--- src/rtl/urlpd_pkg.sv ---
// Types, constants and helper functions of the URL percent decoder.
`default_nettype none

package urlpd_pkg;

	// Register map
	localparam int ADDR_W = 3;
	localparam logic [ADDR_W-3:0] REG_MAX_LENGTH = '0;
	localparam int LEN_W = 13;
	localparam logic [LEN_W-1:0] MAX_LENGTH_RESET = 13'd64;

	// Characters with a meaning of their own
	localparam logic [7:0] CH_AMP = 8'h26;
	localparam logic [7:0] CH_PCT = 8'h25;
	localparam logic [7:0] CH_NUL = 8'h00;
	localparam logic [7:0] CH_0 = 8'h30;
	localparam logic [7:0] CH_9 = 8'h39;
	localparam logic [7:0] CH_UA = 8'h41;
	localparam logic [7:0] CH_UF = 8'h46;
	localparam logic [7:0] CH_LA = 8'h61;
	localparam logic [7:0] CH_LF = 8'h66;
	localparam logic [3:0] HEX_TEN = 4'd10;

	typedef enum logic [2:0] {
		ST_RUN = 3'd0,
		ST_AMP = 3'd1,
		ST_NUL = 3'd2,
		ST_TRUNC = 3'd3,
		ST_ERR = 3'd4
	} status_t;

	typedef enum logic [1:0] {
		MODE_NORMAL = 2'd0,
		MODE_HEX1 = 2'd1,
		MODE_HEX2 = 2'd2
	} mode_t;

	typedef struct packed {
		logic ok;
		logic [3:0] val;
	} hex_t;

	// One decode step's result
	typedef struct packed {
		logic has;
		logic [7:0] data_byte;
		logic data_valid;
		logic last;
		status_t status;
	} res_t;

	// Value of one hex digit, either case
	function automatic hex_t hex_value(input logic [7:0] ch);
		hex_t h;
		logic [7:0] d;
		h = '0;
		d = '0;
		if (ch inside {[CH_0:CH_9]}) begin
			d = ch - CH_0;
			h.ok = 1'b1;
			h.val = d[3:0];
		end else if (ch inside {[CH_UA:CH_UF]}) begin
			d = ch - CH_UA;
			h.ok = 1'b1;
			h.val = d[3:0] + HEX_TEN;
		end else if (ch inside {[CH_LA:CH_LF]}) begin
			d = ch - CH_LA;
			h.ok = 1'b1;
			h.val = d[3:0] + HEX_TEN;
		end
		return h;
	endfunction

endpackage

`default_nettype wire

--- src/rtl/urlpd_apb.sv ---
// APB-style configuration register bank of the URL percent decoder.
`default_nettype none

module urlpd_apb (
	input  wire logic clk,
	input  wire logic arst_n,
	input  wire logic psel,
	input  wire logic penable,
	input  wire logic pwrite,
	input  wire logic [urlpd_pkg::ADDR_W-1:0] paddr,
	input  wire logic [31:0] pwdata,
	output logic [31:0] prdata,
	output logic pready,
	output logic [urlpd_pkg::LEN_W-1:0] max_length
);

	logic [urlpd_pkg::LEN_W-1:0] max_length_q;
	logic hit;

	assign hit = (paddr[urlpd_pkg::ADDR_W-1:2] == urlpd_pkg::REG_MAX_LENGTH);
	assign pready = 1'b1;

	// Register write in the access phase
	always_ff @(posedge clk or negedge arst_n) begin
		if (!arst_n) begin
			max_length_q <= urlpd_pkg::MAX_LENGTH_RESET;
		end else if (psel && penable && pwrite && hit) begin
			max_length_q <= pwdata[urlpd_pkg::LEN_W-1:0];
		end
	end

	// Read back
	always_comb begin
		prdata = '0;
		if (hit) begin
			prdata = {{(32 - urlpd_pkg::LEN_W){1'b0}}, max_length_q};
		end
	end

	assign max_length = max_length_q;

endmodule

`default_nettype wire

--- src/rtl/urlpd_decode.sv ---
// Field state and per-character decode step of the URL percent decoder.
`default_nettype none

module urlpd_decode (
	input  wire logic clk,
	input  wire logic arst_n,
	input  wire logic step,
	input  wire logic [7:0] ch,
	input  wire logic [urlpd_pkg::LEN_W-1:0] max_length,
	output urlpd_pkg::res_t res
);

	urlpd_pkg::mode_t mode_q, mode_d;
	logic [3:0] nibble_q, nibble_d;
	logic bad_q, bad_d;
	logic [urlpd_pkg::LEN_W-1:0] cnt_q, cnt_d;
	logic [urlpd_pkg::LEN_W:0] cnt_p1, cnt_p2, max_ext;
	urlpd_pkg::hex_t hx;

	assign cnt_p1 = {1'b0, cnt_q} + 1'b1;
	assign cnt_p2 = {1'b0, cnt_q} + 2'd2;
	assign max_ext = {1'b0, max_length};
	assign hx = urlpd_pkg::hex_value(ch);

	// Field state registers
	always_ff @(posedge clk or negedge arst_n) begin
		if (!arst_n) begin
			mode_q <= urlpd_pkg::MODE_NORMAL;
			nibble_q <= '0;
			bad_q <= 1'b0;
			cnt_q <= '0;
		end else if (step) begin
			mode_q <= mode_d;
			nibble_q <= nibble_d;
			bad_q <= bad_d;
			cnt_q <= cnt_d;
		end
	end

	// Next state and result of one character
	always_comb begin
		mode_d = mode_q;
		nibble_d = nibble_q;
		bad_d = bad_q;
		cnt_d = cnt_q;
		res = '0;
		res.status = urlpd_pkg::ST_RUN;
		case (mode_q)
			urlpd_pkg::MODE_HEX1: begin
				cnt_d = cnt_p1[urlpd_pkg::LEN_W-1:0];
				if (ch == urlpd_pkg::CH_NUL) begin
					res.has = 1'b1;
					res.last = 1'b1;
					res.status = urlpd_pkg::ST_ERR;
				end else begin
					bad_d = bad_q | !hx.ok;
					nibble_d = hx.ok ? hx.val : 4'd0;
					mode_d = urlpd_pkg::MODE_HEX2;
				end
			end
			urlpd_pkg::MODE_HEX2: begin
				cnt_d = cnt_p1[urlpd_pkg::LEN_W-1:0];
				res.has = 1'b1;
				mode_d = urlpd_pkg::MODE_NORMAL;
				if (ch == urlpd_pkg::CH_NUL || !hx.ok || bad_q) begin
					res.last = 1'b1;
					res.status = urlpd_pkg::ST_ERR;
				end else begin
					res.data_byte = {nibble_q, hx.val};
					res.data_valid = 1'b1;
					// count compared after wrapping to the register width
					if ({1'b0, cnt_p1[urlpd_pkg::LEN_W-1:0]} >= max_ext) begin
						res.last = 1'b1;
						res.status = urlpd_pkg::ST_TRUNC;
					end
				end
			end
			default: begin
				// normal mode, also the unused mode code
				mode_d = urlpd_pkg::MODE_NORMAL;
				if (ch == urlpd_pkg::CH_AMP) begin
					res.has = 1'b1;
					res.last = 1'b1;
					res.status = urlpd_pkg::ST_AMP;
				end else if (ch == urlpd_pkg::CH_NUL) begin
					res.has = 1'b1;
					res.last = 1'b1;
					res.status = urlpd_pkg::ST_NUL;
				end else if (ch == urlpd_pkg::CH_PCT) begin
					if (cnt_p2 >= max_ext) begin
						res.has = 1'b1;
						res.last = 1'b1;
						res.status = urlpd_pkg::ST_ERR;
					end else begin
						cnt_d = cnt_p1[urlpd_pkg::LEN_W-1:0];
						mode_d = urlpd_pkg::MODE_HEX1;
						bad_d = 1'b0;
						nibble_d = '0;
					end
				end else begin
					cnt_d = cnt_p1[urlpd_pkg::LEN_W-1:0];
					res.has = 1'b1;
					res.data_byte = ch;
					res.data_valid = 1'b1;
					if (cnt_p1 >= max_ext) begin
						res.last = 1'b1;
						res.status = urlpd_pkg::ST_TRUNC;
					end
				end
			end
		endcase
		// any field end starts a new field
		if (res.last) begin
			mode_d = urlpd_pkg::MODE_NORMAL;
			nibble_d = '0;
			bad_d = 1'b0;
			cnt_d = '0;
		end
	end

endmodule

`default_nettype wire

--- src/rtl/url_percent_decoder_top.sv ---
// Top level of the streaming URL percent decoder.
`default_nettype none

// Streaming URL percent decoder: one source character per transfer on the input
// channel, at most one result per character on the output channel. Plain
// characters pass through, "%hh" gives one byte, '&' or NUL ends the field, and
// the field ends truncated or with an error against the max_length register
// (byte address 0, reset 64). Throughput is one character per clock cycle,
// sustained under any stall pattern that leaves the output free; a character
// passes through the input register and then the result register. The rate is
// set by the field state update in the decode stage. No clearing pass is
// needed after reset. Write max_length only while idle.
module url_percent_decoder_top (
	input  wire logic clk,
	input  wire logic arst_n,
	// configuration
	input  wire logic psel,
	input  wire logic penable,
	input  wire logic pwrite,
	input  wire logic [urlpd_pkg::ADDR_W-1:0] paddr,
	input  wire logic [31:0] pwdata,
	output logic [31:0] prdata,
	output logic pready,
	// input channel
	input  wire logic in_valid,
	output logic in_stall,
	input  wire logic [7:0] char_in,
	// output channel
	output logic out_valid,
	input  wire logic out_stall,
	output logic [7:0] data_byte,
	output logic data_valid,
	output logic last,
	output logic [2:0] status
);

	logic [urlpd_pkg::LEN_W-1:0] max_length;
	logic valid_s1;
	logic [7:0] char_s1;
	logic advance;
	urlpd_pkg::res_t res;
	logic out_valid_q;
	urlpd_pkg::res_t res_q;

	urlpd_apb u_apb (
		.clk(clk),
		.arst_n(arst_n),
		.psel(psel),
		.penable(penable),
		.pwrite(pwrite),
		.paddr(paddr),
		.pwdata(pwdata),
		.prdata(prdata),
		.pready(pready),
		.max_length(max_length)
	);

	// The decode stage moves on when the result register is free or drains now
	assign advance = valid_s1 && (!out_valid_q || !out_stall);
	assign in_stall = valid_s1 && !advance;

	// Input register
	always_ff @(posedge clk or negedge arst_n) begin
		if (!arst_n) begin
			valid_s1 <= 1'b0;
		end else if (!in_stall) begin
			valid_s1 <= in_valid;
		end
	end

	always_ff @(posedge clk) begin
		if (in_valid && !in_stall) begin
			char_s1 <= char_in;
		end
	end

	urlpd_decode u_decode (
		.clk(clk),
		.arst_n(arst_n),
		.step(advance),
		.ch(char_s1),
		.max_length(max_length),
		.res(res)
	);

	// Result register
	always_ff @(posedge clk or negedge arst_n) begin
		if (!arst_n) begin
			out_valid_q <= 1'b0;
		end else if (advance) begin
			out_valid_q <= res.has;
		end else if (!out_stall) begin
			out_valid_q <= 1'b0;
		end
	end

	always_ff @(posedge clk) begin
		if (advance && res.has) begin
			res_q <= res;
		end
	end

	assign out_valid = out_valid_q;
	assign data_byte = res_q.data_byte;
	assign data_valid = res_q.data_valid;
	assign last = res_q.last;
	assign status = res_q.status;

endmodule

`default_nettype wire

--- config.mk ---
export PLATFORM = sky130hd
export DESIGN_NAME = url_percent_decoder_top
export DESIGN_NICKNAME = d
export VERILOG_FILES = /design/src/rtl/urlpd_pkg.sv /design/src/rtl/urlpd_apb.sv /design/src/rtl/urlpd_decode.sv /design/src/rtl/url_percent_decoder_top.sv
export SDC_FILE = /design/constraint.sdc
export NUM_CORES = 1
export LEC_CHECK = 0
export ABC_AREA = 1
export BUFFER_PORTS_ARGS = -buffer_cell sky130_fd_sc_hd__buf_2
export CAP_MARGIN = 20
export CORE_UTILIZATION = 30
export DETAILED_ROUTE_END_ITERATION = 12
export PLACE_DENSITY_LB_ADDON = 0.08
export SLEW_MARGIN = 20
export SYNTH_ARGS = -nofsm -noshare
export SYNTH_HDL_FRONTEND = slang
export SYNTH_SLANG_ARGS = --single-unit
--- constraint.sdc ---
create_clock -name clk -period 7.1 [get_ports clk]
set_input_delay 1.065 -clock clk [delete_from_list [all_inputs] [get_ports clk]]
set_output_delay 1.065 -clock clk [all_outputs]
set_load 0.03 [all_outputs]
==> results.md, run 1 <==
- Post-Synth Simple-Gate Area: 28.0%
- Critical path type: reg2reg
- Final worst setup slack: 3.17 ns
- Sw power: 570 uW
- MaxCap Viol Count: 0
- XOR/XNOR Fraction of Synth Area: 3.88%
- RSZ-0062 raised after global routing: no
- Vias in the first global route: 3103
- CP max FO: 13
- Ports: slightly below 100
- Type of element capturing the critical path: flip-flop
- DP Worst Slack: 3.16 ns
- Initial antenna violation count: 0
- Most frequent cells in the layout: nand2_1, inv_1, nor2_1
- Initial DRC Count: ~160
- Hold-fix buffers, CTS: 0
- Final wirelength: 9480 um
- Post-route DRC violation count: 1
- Sequential element share of the synthesized area: 37.1%
- Mux contribution to synthesized area: 0%
- Rel. slew slack: 42.5%
- Flop pwr share: a little over a third
- Largest family of logic cells by synthesized area: simple AND/OR/NAND/NOR gates
- Gate power share: 44.7%
- Fill cell count: 1449
- Post-Syn Instances: ~520
- Pwr dens: 282 mW/mm2
- Synthesized cell area: just over 0.004 mm2
- Crit path DAT: 4.14 ns
- Max Root-Sink Buffers: 2
- Core area: ~0.013 mm2
- GRT Resource Usage Total: between 10 and 15%
- Most common cell after layout, fill and taps aside: nand2_1
- Slew Limit Fails: 0
- Clk sinks: 56
- Lkg Pwr: 0.00237 uW
- Num CTS Buffers: 5
- CTS resizes: 0
- Post-synth top area cell: dfrtp_1
- Fin crit share: 55.3%
- Initial Util: 30.7%
- Fin. Hold Viols: 0
- Post-synth top area share: 20.9%
- DIE HEIGHT: 118 um
- PortBufs: 56
- GR Overflow Total: 0
- Top area cells in the synthesized netlist: dfrtp_1, edfxtp_1, ha_1
- Required @ worst endpoint: ~7.3 ns
- Post-detail-place hpwl: 7520 um
- Pint: 727 uW
- Adder-cell share of the synthesized area: 10.5%
- Hold WS: 0.498 ns
- Routability cong.: 0.804
- Via count: 3295
- DIE WIDTH: between 100 and 150 um
- Clock power frac: 20.3%
- EDFF count, synth: 21
- Compound-cell area share of the yosys netlist: under 10%
- Clock Skews: between 0.004 and 0.005 ns
- Htree depth: 2
- Root Buffer: clkbuf_16
- Post-CTS Setup Repair Bufs: 0
- Synth Register Bits: 56
- Clk_lat worst skew: 0.31 ns
- Critical path launch point type: flip-flop
- Sw Ratio: 43.9%
- Failing checks: DRC
- First drt pass iteration count: 8
- Status: complete, but fails checks
- Crit path cell chain: ha_1 -> nand3_1 -> nor2_1 -> nand2_1 -> nor3_1 -> xor2_1 -> ha_1 -> a21oi_1 -> o21ai_0 -> nor2_1 -> nand3_1 -> o21ai_4 -> nand3_4 -> nor2_4 -> nand2_1 -> o21ai_0
- Syn Area/Cell: slightly below 8 um2
- Final-stage net count: 660
- First-pass GRT wire length: 15800 um
- Slowest cell delay on critical path: 0.58 ns
- Share of post-route cells with drive strength above 1: between 10% and 20%
- Largest net degree at the start of global routing: 36
- Synthesis-to-layout area growth: 13.4%
- Main synth FF type: dfrtp_1
- DR vias/cell: 4.38
- Clk slew on worst S/H paths: 0.08 ns
- FP Rows: 42
- Fin util: 34.8%
- Worst hold path type: reg2reg
- Asr flop ratio synth: 62.5%
- CTS tree: yes
- Finish-stage setup viols: 0
- CP top delay family: simple AND/OR/NAND/NOR gates
- Antenna-violating nets left: 0
- Distinct cells, synth: 37
- Setup TNS: 0 ns
- Routed length per instance: 12.6 um
- Die area: between 0.01 and 0.015 mm2
- CP max stage cell: dfrtp_1
- Critical path buffers and inverters: 0
- Max Fclk: 255 MHz
- Syn. warnings: 0
- Final Critical Period: between 3 and 4 ns
- Ant diodes: 0
- Worst VDD drop: 110 uV
- Worst-Margin Slew: around 0.86 ns
## worst register-to-register path, cell delays in order, from the launching register on
cell and delay, ns:
dfrtp_1 0.58, ha_1 0.26, nand3_1 0.18, nor2_1 0.26, nand2_1 0.12, nor3_1 0.19, xor2_1 0.26, ha_1 0.32
a21oi_1 0.15, o21ai_0 0.19, nor2_1 0.16, nand3_1 0.18, o21ai_4 0.21, nand3_4 0.17, nor2_4 0.42, nand2_1 0.09
o21ai_0 0.10
## per-stage QoR
step / instance area [um2] / std cells / power (uW)
4_1_cts: 4590 / 752 / 1320
3_3_place_gp: 4440 / 744 / 1040
6_report: 4610 / 753 / 1300
5_1_grt: 4610 / 753 / 1410
3_5_place_dp: 4440 / 744 / 1040
2_1_floorplan: 4130 / 539 / 906
## synth_stat cells (2+ instances only)
| cell type | number |
|---|---|
| clkbuf_1 | 5 |
| nand3_1 | 33 |
| nand2_2 | 17 |
| nor2_1 | 65 |
| nand2_1 | 110 |
| o21ai_2 | 8 |
| xor2_1 | 18 |
| nand2_4 | 2 |
| buf_4 | 21 |
| dfrtp_1 | 34 |
| inv_1 | 73 |
| a21oi_1 | 25 |
| nand4_1 | 6 |
| conb_1 | 2 |
| o22ai_1 | 2 |
| nor2_2 | 2 |
| edfxtp_1 | 21 |
| o21ai_0 | 15 |
| nor3_1 | 8 |
| inv_2 | 3 |
| nor2_4 | 2 |
| ha_1 | 34 |
## cells by family (layout without fill, tap and decap cells)
logic type               count (synthesis)  count (layout)
AO/OA/AOI/OAI                           57              57
XOR/XNOR                                18              18
adder cells (fa/ha/maj)                 34              34
buffers and inverters                  103             141
flip-flops                              56              56
other                                    2              20
AND/OR/NAND/NOR                        251             251
## sequential cells by signal, indices dropped and copies added (netlist names)
name and count:
u_apb.max_length 13, u_decode.cnt_q 13, char_s1 8, data_byte 8, u_decode.nibble_q 4, status 3
u_decode.mode_q 2, data_valid 1, last 1, out_valid 1, u_decode.bad_q 1, valid_s1 1
## routing by layer
layer	GRT usage [%]	up-vias	routed length, um
li1	-	1738	-
met4	5.22	0	143
met1	21.0	1501	5110
met2	21.4	47	3990
met3	2.27	9	241
met5	0	-	0
## path summary, 6_finish.rpt
| check | from | end | slack (ns) | depth (start not counted) |
|---|---|---|---|---|
| min reg2reg | u_decode.nibble_q[3]$_DFFE_PN0P_ | u_decode.nibble_q[3]$_DFFE_PN0P_ | 0.50 | 2 |
| max reg2reg | u_decode.cnt_q[0]$_DFFE_PN0P_ | u_decode.cnt_q[1]$_DFFE_PN0P_ | 3.17 | 16 |
| min | u_decode.nibble_q[3]$_DFFE_PN0P_ | u_decode.nibble_q[3]$_DFFE_PN0P_ | 0.50 | 2 |
| min in group asynchronous | arst_n | u_apb.max_length[12]$_DFFE_PN0P_ | 0.87 | 1 |
| max | u_decode.cnt_q[0]$_DFFE_PN0P_ | u_decode.cnt_q[1]$_DFFE_PN0P_ | 3.17 | 16 |
| max in group asynchronous | arst_n | u_decode.mode_q[1]$_DFFE_PN0P_ | 5.70 | 1 |
## power by group through the flow
stage	logic, uW	registers [uW]	clock network [uW]
after global placement	576	461	0
after global routing	664	463	287
final	580	453	264
after detailed placement	585	459	0
after CTS	588	453	278
after floorplan	435	470	0
## area by class of cell
cell class	instances	area (um2)	share of cell area [%]
flip-flops and latches	56	1510	32.7
clock buffers	5	125	2.72
clock inverters	3	25.0	0.543
repair buffers	57	292	6.33
well taps	176	220	4.78
multi-input cells	380	2150	46.7
inverters	76	285	6.19
Note: power is estimated with default switching activity, not from simulation.
==> inputs of run 2 (changes only) <==
ABC_AREA = 0   (was 1)
clock period = 3.3 ns   (was 7.1 ns; I/O delays follow)
==> run 2 against run 1 <==
Non-clock buffer count up 56. The flow now finishes without violations. Critical path depth fell by 2. Area after synthesis decreased by 5.1%. Sequential share of layout area fell by 2.2 points. Via count decreased by 1.7%. Critical path type unchanged. Flip-flop and latch count unchanged. First-iteration DRC count up 33%. Global-route usage up 1.5 points. Largest power group unchanged.
==> results.md, run 2 <==
- Status: finished clean
- Ant diodes: 0 (unchanged)
- Initial Util: 30.7% (about the same)
- Fin. Hold Viols: 0 (unchanged)
- Core area: 0.0126 mm2 (-5.1%)
- Critical path type: reg2reg
- First-pass GRT wire length: 15900 um (+0.70%)
- Most frequent cell after synthesis: nor2_1
- Post-detail-place hpwl: 7400 um (-1.6%)
- DIE WIDTH: 115 um (-2.5%)
- Synthesized cell area: 0.00386 mm2 (-5.1%)
- Num CTS Buffers: 5 (unchanged)
- Vias in the first global route: 3088 (-0.48%)
- Htree depth: 2 (unchanged)
- R2R Path Start: u_decode.cnt_q[1]$_DFFE_PN0P_
- DR vias/cell: 4.75 (+8.6%)
- Final Critical Period: 3.25 ns (-0.680 ns)
- Post-synth top area cell: dfrtp_1
- Routed length per instance: 14.5 um (+16%)
- Root Buffer: clkbuf_16
- Most frequent cells in the layout: buf_2, buf_4, nand2_1
- Pwr dens: 513 mW/mm2 (+82%)
- Clk slew on worst S/H paths: 0.08 ns (about the same)
- Initial DRC Count: 216 (+33%)
- RSZ-0062 raised after global routing: yes
- Routability cong.: 0.793 (-1.4%)
- Antenna-violating nets left: 0 (unchanged)
- CP max FO: 5 (-8)
- Reg2reg setup slack: 0.05 ns (-3.12 ns)
- Rel. slew slack: 42.5% (+0.062 points)
- Clk sinks: 56 (unchanged)
- Type of element capturing the critical path: flip-flop
- Crit path DAT: 3.47 ns (-0.67 ns)
- Placed Cells incl. Taps: 657 (-12%)
- Hold-fix buffers, CTS: 0 (unchanged)
- Fin util: 39.3% (+4.5 points)
- DIE HEIGHT: 115 um (-2.5%)
- Fill cell count: 1273 (-12%)
- Final-stage net count: 593 (-10%)
- Synth Register Bits: 56 (unchanged)
- Lkg Pwr: 0.00229 uW (-3.5%)
- Clk_lat worst skew: 0.31 ns (about the same)
- Hold WS: 0.295 ns (-0.203 ns)
- Post-route DRC violation count: 0 (-1)
- R2R depth: 14 (-2)
- Finish-stage setup viols: 0 (unchanged)
- Initial antenna violation count: 0 (unchanged)
- Critical path launch point type: flip-flop
- Post-Syn Instances: 411 (-21%)
- Final wirelength: 9920 um (+4.7%)
- Asr flop ratio synth: 62.5% (unchanged)
- Top area cells in the synthesized netlist: dfrtp_1, edfxtp_1, ha_1
- Synthesis-to-layout area growth: 28.2%
- Syn Area/Cell: 9.39 um2 (+20%)
- Main synth FF type: dfrtp_1
- Most frequent cells after synthesis: nor2_1, nand2_1, dfrtp_1, ha_1, o21ai_0
- GRT Resource Usage Total: 15.9% (+1.5 points)
- Required @ worst endpoint: 3.52 ns (-3.80 ns)
- Largest net degree at the start of global routing: 36 (unchanged)
- Ports: 98 (unchanged)
- Clock Skews: 0.00935 ns (+0.00481 ns)
- Worst VDD drop: 208 uV (+89%)
- Most common cell after layout, fill and taps aside: buf_2
- Post-synth top area share: 22.1% (+1.1 points)
- MaxCap Viol Count: 0 (unchanged)
- Worst hold path type: in2async
- First drt pass iteration count: 4 (-4)
- Max Fclk: 308 MHz (+21%)
- R2r endpoint: u_decode.nibble_q[0]$_DFFE_PN0P_
- PortBufs: 56 (unchanged)
- Fin crit share: 98.4% (+43 points)
- Sequential element share of the synthesized area: 39.1% (+2.0 points)
- FP Rows: 41 (-2.4%)
- CTS tree: yes
- Layout Cells excl Fill: 682 (-9.4%)
- Distinct cells, synth: 60 (+62%)
- EDFF count, synth: 21 (unchanged)
- GR Overflow Total: 0 (unchanged)
- Slew Limit Fails: 0 (unchanged)
- Worst-Margin Slew: 0.862 ns (+0.00696 ns)
- Via count: 3240 (-1.7%)
- Die area: 0.0133 mm2 (-5.0%)
- Syn. warnings: 0 (unchanged)
- Share of post-route cells with drive strength above 1: 32.5% (+14 points)
- Max Root-Sink Buffers: 2 (unchanged)
-- run 2: worst max-delay path by stage --
stage,startpoint,to
finish,u_decode.cnt_q[1]$_DFFE_PN0P_,u_decode.nibble_q[0]$_DFFE_PN0P_
global route,u_decode.cnt_q[1]$_DFFE_PN0P_,u_decode.nibble_q[0]$_DFFE_PN0P_
CTS,u_decode.cnt_q[1]$_DFFE_PN0P_,u_decode.nibble_q[2]$_DFFE_PN0P_
detailed placement,u_decode.cnt_q[1]$_DFFE_PN0P_,u_decode.nibble_q[2]$_DFFE_PN0P_
global placement,u_decode.cnt_q[1]$_DFFE_PN0P_,u_decode.nibble_q[0]$_DFFE_PN0P_
floorplan,u_decode.cnt_q[5]$_DFFE_PN0P_,u_decode.nibble_q[0]$_DFFE_PN0P_
-- run 2: worst max-delay path: stages, from the launching register on --
cell	delay, ns
dfrtp_1	0.39
ha_2	0.19
and3_4	0.21
nand3_4	0.11
nor2_4	0.12
xor2_2	0.18
ha_1	0.27
buf_4	0.14
a211oi_2	0.18
nor2_1	0.09
nor3_2	0.24
a31oi_1	0.16
o32a_4	0.38
or3b_1	0.39
o211ai_1	0.10
-- run 2: power by group --
| part | total [uW] | leakage [uW] | switching, uW | internal [uW] |
|---|---|---|---|---|
| combinational | 1090 | 0.00159 | 636 | 456 |
| clock | 560 | 0.0000702 | 276 | 284 |
| sequential | 886 | 0.000631 | 57.4 | 829 |
| total | 2540 | 0.00229 | 969 | 1570 |
-- run 2: kinds of logic after synthesis --
family | after synthesis | share of synthesized area (%)
mux | 15 | 4.35
simple gates | 139 | 17.6
other cells | 2 | 0.195
xor+xnor | 21 | 4.77
fa+ha+maj | 34 | 11.0
flops | 56 | 39.1
buf+inv | 62 | 8.69
compound gates | 82 | 14.2
-- run 2: what timing repair did --
item,4_1_cts,5_1_grt
buffers inserted,8,9
setup endpoints to repair,21,34
pin swaps,9,11
gates resized for setup,14,29
-- run 2: area by class of cell --
cell class	instances	area (um2)	area share, %
repair buffers	113	736	14.9
flip-flops and latches	56	1510	30.5
well taps	172	215	4.35
inverters	22	82.6	1.67
clock buffers	5	125	2.53
clock inverters	3	21.3	0.430
multi-input cells	311	2250	45.6
-- run 2: stage by stage --
| stage | cell area [um2] | total power, uW | setup slack (ns) | TNS [ns] |
|---|---|---|---|---|
| 2_1_floorplan | 3930 | 1580 | 0.132 | 0 |
| 3_3_place_gp | 4480 | 1890 | -0.211 | -2.64 |
| 3_5_place_dp | 4480 | 1910 | -0.276 | -3.76 |
| 4_1_cts | 4750 | 2500 | -0.0232 | -0.0562 |
| 5_1_grt | 4940 | 2720 | -0.109 | -0.761 |
| 6_report | 4940 | 2540 | 0.0516 | 0 |
-- run 2: per-layer routing --
| metal | global-route usage [%] | wire, um | vias to the layer above |
|---|---|---|---|
| li1 | - | - | 1613 |
| met1 | 22.4 | 4910 | 1562 |
| met4 | 4.16 | 108 | 0 |
| met5 | 0 | 0 | - |
| met2 | 24.7 | 4590 | 58 |
| met3 | 3.22 | 308 | 7 |
